**src/rtl/core/clsf_pkg.sv**
```systemverilog
// Package for the calorimeter layer seed finder: sizes, hit and control types.
`default_nettype none
package clsf_pkg;

	localparam int MAX_HITS   = 64;
	localparam int NUM_LAYERS = 64;
	localparam int IDX_W      = $clog2(MAX_HITS);
	localparam int CNT_W      = $clog2(MAX_HITS + 1);
	localparam int X_W        = 10;
	localparam int Y_W        = 10;
	localparam int E_W        = 24;
	localparam int L_W        = 7;
	localparam int BL_W       = 6;
	localparam int RATIO_W    = 17;
	localparam int FRAC_W     = 16;
	localparam int CUT_W      = RATIO_W + E_W;
	localparam int DATA_W     = 56;

	typedef struct packed {
		logic [X_W-1:0] x;
		logic [Y_W-1:0] y;
		logic [E_W-1:0] e;
	} hit_t;

	typedef struct packed {
		hit_t             hit;
		logic             flag;
		logic [IDX_W-1:0] idx;
	} travel_t;

	typedef struct packed {
		logic             wr_en;
		logic [IDX_W-1:0] wr_idx;
		hit_t             wr_hit;
		logic [CUT_W-1:0] cut;
		logic [CNT_W-1:0] count;
		logic             cand_en;
		logic             veto_load;
		logic             veto_step;
		logic             rank_load;
		logic             rank_step;
		logic [IDX_W-1:0] emit_rank;
	} cell_ctrl_t;

	typedef enum logic [2:0] {
		S_LOAD,
		S_MULT,
		S_CAND,
		S_VETO,
		S_RANK,
		S_EMIT
	} state_t;

endpackage
`default_nettype wire

```
**src/rtl/core/clsf_cell.sv**
```systemverilog
// One hit cell of the seed finder ring: holds a hit, checks passing hits.
`default_nettype none
module clsf_cell (
	input  wire logic                      clk,
	input  wire logic                      arst_n,
	input  wire logic [clsf_pkg::IDX_W-1:0] my_idx,
	input  wire clsf_pkg::cell_ctrl_t      ctrl,
	input  wire clsf_pkg::travel_t         travel_in,
	output clsf_pkg::travel_t              travel_out,
	output clsf_pkg::hit_t                 sel_hit,
	output logic                           sel_match
);
	import clsf_pkg::*;

	hit_t             hit_q;
	travel_t          travel_q;
	logic             cand_q;
	logic             veto_q;
	logic [IDX_W-1:0] rank_q;

	logic             seed;
	logic [X_W:0]     dx;
	logic [Y_W:0]     dy;
	logic             dx_ok, dy_ok, near;
	logic             beats_me;
	logic             below_me;

	always_comb begin
		seed  = cand_q & ~veto_q;
		dx    = (hit_q.x >= travel_q.hit.x) ? {1'b0, hit_q.x - travel_q.hit.x}
		                                    : {1'b0, travel_q.hit.x - hit_q.x};
		dy    = (hit_q.y >= travel_q.hit.y) ? {1'b0, hit_q.y - travel_q.hit.y}
		                                    : {1'b0, travel_q.hit.y - hit_q.y};
		dx_ok = (dx <= (X_W+1)'(1));
		dy_ok = (dy <= (Y_W+1)'(1));
		near  = dx_ok & dy_ok & ~((dx == '0) & (dy == '0));
		beats_me = travel_q.flag & (travel_q.hit.e > hit_q.e) & near;
		below_me = travel_q.flag & ((travel_q.hit.e < hit_q.e) |
		           ((travel_q.hit.e == hit_q.e) & (travel_q.idx < my_idx)));
		travel_out = travel_q;
		sel_hit    = hit_q;
		sel_match  = seed & (rank_q == ctrl.emit_rank);
	end

	always_ff @(posedge clk) begin
		if (ctrl.wr_en && ctrl.wr_idx == my_idx) begin
			hit_q <= ctrl.wr_hit;
		end
		if (ctrl.veto_load) begin
			travel_q <= '{hit: hit_q, flag: cand_q, idx: my_idx};
		end else if (ctrl.rank_load) begin
			travel_q <= '{hit: hit_q, flag: seed, idx: my_idx};
		end else if (ctrl.veto_step || ctrl.rank_step) begin
			travel_q <= travel_in;
		end
	end

	always_ff @(posedge clk or negedge arst_n) begin
		if (!arst_n) begin
			cand_q <= 1'b0;
			veto_q <= 1'b0;
			rank_q <= '0;
		end else begin
			if (ctrl.cand_en) begin
				cand_q <= (CNT_W'(my_idx) < ctrl.count) &&
				          ({1'b0, hit_q.e, {FRAC_W{1'b0}}} >= ctrl.cut);
			end
			if (ctrl.veto_load) begin
				veto_q <= 1'b0;
			end else if (ctrl.veto_step && beats_me) begin
				veto_q <= 1'b1;
			end
			if (ctrl.rank_load) begin
				rank_q <= '0;
			end else if (ctrl.rank_step && below_me) begin
				rank_q <= rank_q + IDX_W'(1);
			end
		end
	end

endmodule
`default_nettype wire

```
**config.mk**
```make
export PLATFORM = sky130hd
export DESIGN_NAME = clsf_cell
export DESIGN_NICKNAME = d
export VERILOG_FILES = /design/src/rtl/core/clsf_pkg.sv /design/src/rtl/core/clsf_cell.sv
export SDC_FILE = /design/constraint.sdc
export NUM_CORES = 1
export LEC_CHECK = 0
export ABC_AREA = 1
export BUFFER_PORTS_ARGS = -buffer_cell sky130_fd_sc_hd__buf_2
export CAP_MARGIN = 20
export CORE_MARGIN = 3
export CORE_UTILIZATION = 55
export CTS_CLUSTER_SIZE = 10
export DETAILED_ROUTE_END_ITERATION = 16
export PLACE_DENSITY = 0.92
export SYNTH_ARGS = -nofsm -noshare
export SYNTH_HDL_FRONTEND = slang
export SYNTH_SLANG_ARGS = --single-unit
```
**constraint.sdc**
```tcl
create_clock -name clk -period 3.31 [get_ports clk]
set_clock_uncertainty 0.05 [all_clocks]
set_input_delay 0.1655 -clock clk [delete_from_list [all_inputs] [get_ports clk]]
set_output_delay 0.1655 -clock clk [all_outputs]
set_load 0.01 [all_outputs]
```
==> flow_summary.toml <==
[pwr]
p_leak_nw = 5.18
power_per_cell_area_nw_per_um2 = 335
ir_worst_vdd_uv = 336

[logic_synthesis]
ys.flop_type = "edfxtp_1"
syn_inst = 946
synth_fp_nets = 1216
ys_types = 40
async_flop_share = 0.0777
ys_seq_area_frac = 0.399
synth_edf_count = 95
ys_ff_latch = 103
syn_area_um2 = 7650
yosysWarnings = 0
avgSynthCellArea_um2 = 8.09

[global_routing]
grt_usage = 0.320
grt_pass1_vias = 7959
gr-total-overflow = 0
grt_pass1_wl_um = 38100
antenna_found_initial = 3
grt_max_degree = 62

[clock_tree]
cts.reportedPaths.clkPinSlew_ns = 0.08
clock_path_buffers = 2
cts_root_buffer = "clkbuf_16"
numCtsBuffers = 9
cts_tree = "yes"
cts_setup_buffers = 0
cts_hold_buf = 46
h-tree-depth = 3
worstSkewPairLatency_ns = 0.36
ctsResizeCount = 0
numClockSinks = 103

[timing]
rsz0062_at_grt = "false"
slew_violations = 0
final.setup.tns_ns = 0
min_period_ns = 2.41
setup_slack_ns = 0.898
tightest_slew_ns = 0.968
fmax_ghz = 0.415
hold_viol = 0
fin_crit_sh = 0.729
worst_slew_margin_rel = 0.353
finalSetupViolCount = 0

[cells_and_area]
fin_cells = 1439
syn2layout_area_growth_pct = 29.6
nets = 1526
drive_gt1_frac = 0.244

[floorplan]
die_h_um = 124
placementRows = 42
num_io_pins = 265
core_area_um2 = 13400
dieArea_um2 = 15400
start_util = 0.571
dieWidth_um = 124

[detailed_routing]
first_pass_iters = 6
ant_nets = 0
remaining_drc_errors = 0
via_per_inst = 5.39
vias = 7752
wl_um = 24000
first_iter_violations = 610
post_drt_wl_per_cell_um = 16.7

[setup_path]
reg2reg_from = "sel_hit[34]"
setup.worst_path.class = "reg2reg"
rr_endpoint = "veto_q"
setup.worst_path.start_class = "flip-flop"
reg2reg_slack_ns = 0.90
required_ns = 3.56
critical_path.endpoint_type = "flip-flop"
r2r_cells = 19
cp.arrival_ns = 2.66
path_max_fanout = 5
cp-startpoint = "sel_hit[34]"

[min_path]
hp-start = "travel_in[11]"
hold_depth = 3
worstHoldPathType = "in2reg"
holdPathEnd = "travel_out[11]"

[placement]
dpl.hpwl_um = 18100
io_buffers = 264
gp_routability_congestion = 0.969
pre_cts_ws_ns = 0.889
dp.cells = 1375

[run]
max_cap_violations = 0

[run_status]
status = "completed"
-- per-stage QoR --
step / instance area [µm²] / total power (W) / utilization / hold WS (ns)
detailed placement: 9170 / 0.00225 / 0.685 / -0.0217
global route: 9920 / 0.00348 / 0.740 / 0.0270
finish: 9920 / 0.00333 / 0.740 / 0.0253
CTS: 9910 / 0.00332 / 0.739 / 0.0190
floorplan: 7670 / 0.00197 / - / -0.180
global placement: 9170 / 0.00222 / 0.685 / -0.0151
-- cells by family after synthesis --
| kind of cell | after synthesis | synth area share |
|---|---|---|
| simple gates | 403 | 0.224 |
| buf+inv | 188 | 0.0952 |
| compound gates | 142 | 0.103 |
| flops | 103 | 0.399 |
| fa+ha+maj | 101 | 0.169 |
| xor+xnor | 9 | 0.0103 |
-- cell usage after synthesis, types with 4 or more instances --
| cell type | instances | share of area |
|---|---|---|
| inv_2 | 6 | 0.0029 |
| nand2_2 | 6 | 0.0049 |
| o22ai_1 | 4 | 0.0033 |
| nand3b_1 | 4 | 0.0039 |
| nand3_1 | 57 | 0.037 |
| edfxtp_1 | 95 | 0.37 |
| nand4_1 | 14 | 0.011 |
| nor3_1 | 7 | 0.0046 |
| nand2_1 | 258 | 0.13 |
| nor4_1 | 5 | 0.0041 |
| o21a_1 | 5 | 0.0049 |
| a21oi_1 | 51 | 0.033 |
| o21bai_1 | 8 | 0.0078 |
| nor2_1 | 44 | 0.022 |
| inv_1 | 165 | 0.081 |
| o21ai_0 | 61 | 0.040 |
| clkbuf_1 | 10 | 0.0049 |
| fa_1 | 4 | 0.010 |
| xor2_1 | 8 | 0.0092 |
| ha_1 | 97 | 0.16 |
| dfrtp_1 | 8 | 0.026 |
-- worst max-delay path: stages (launching register included) --
cell and delay (ns):
edfxtp_1 0.44, inv_1 0.11, ha_1 0.14, inv_1 0.08, fa_1 0.41, nand2_1 0.08, nand3_1 0.13, nand3_1 0.12
nand2_1 0.08, nand2_2 0.09, nand2_2 0.09, nand2_1 0.07, nand2_1 0.06, nand2_1 0.06, nand2_1 0.04, inv_1 0.04
nand3_1 0.06, nor2_1 0.09, nand2_1 0.07, nand2_1 0.05
-- registers in the layout, summed over array words and instances (netlist names) --
| signal | count |
|---|---|
| veto_q | 1 |
| travel_out | 51 |
| sel_hit | 44 |
| cand_q | 1 |
| rank_q | 6 |
-- where the power goes --
group / leakage [nW] / internal (W) / switching (W) / total [W]
clock: 0.135 / 0.000519 / 0.000523 / 0.00104
combinational: 3.99 / 0.000324 / 0.000431 / 0.000755
sequential: 1.05 / 0.00149 / 0.0000433 / 0.00153
-- routing by layer --
metal	GRT usage	vias up	wire length (µm)
met5	0	-	0
met4	0.179	0	1310
met3	0.0718	96	1770
met2	0.566	418	12300
met1	0.354	3500	8650
li1	-	3738	-
-- how the worst max path moves through the flow --
stage / end / cells past startpoint
2_1_floorplan: sel_hit[0] / 5
4_1_cts: veto_q / 19
3_5_place_dp: veto_q / 19
6_report: veto_q / 19
5_1_grt: veto_q / 19
3_3_place_gp: veto_q / 19
-- final cells by class --
type	instances	area, µm²
repair buffers	315	1820
fillers	895	3480
well taps	176	220
clock inverters	6	50.0
flip-flops and latches	103	3050
inverters	172	646
multi-input cells	655	3890
clock buffers	9	225
diodes	3	7.51
-- cell usage in the layout (no fill, tap or decap), types with 2 or more instances in the layout --
master / synthesis / layout
nand3_2: 2 / 2
a21oi_1: 51 / 51
dlygate4sd3_1: 0 / 46
diode_2: 0 / 3
nand3_1: 57 / 57
nand2_1: 258 / 257
nor4_1: 5 / 4
xor2_1: 8 / 8
clkbuf_16: 0 / 9
buf_4: 1 / 5
a211oi_1: 3 / 3
fa_1: 4 / 4
nand4_1: 14 / 14
nor2_1: 44 / 43
ha_1: 97 / 97
o21bai_1: 8 / 8
nand3b_1: 4 / 4
o22ai_1: 4 / 4
inv_2: 6 / 6
nand2_2: 6 / 7
nor2_4: 1 / 2
buf_2: 3 / 264
o21a_1: 5 / 5
o21ai_0: 61 / 61
dfrtp_1: 8 / 8
inv_6: 0 / 3
nor2_2: 3 / 3
o211ai_1: 2 / 2
edfxtp_1: 95 / 95
inv_1: 165 / 165
nor3_1: 7 / 7
a21o_1: 2 / 2
(Power assumes the default switching activity.)
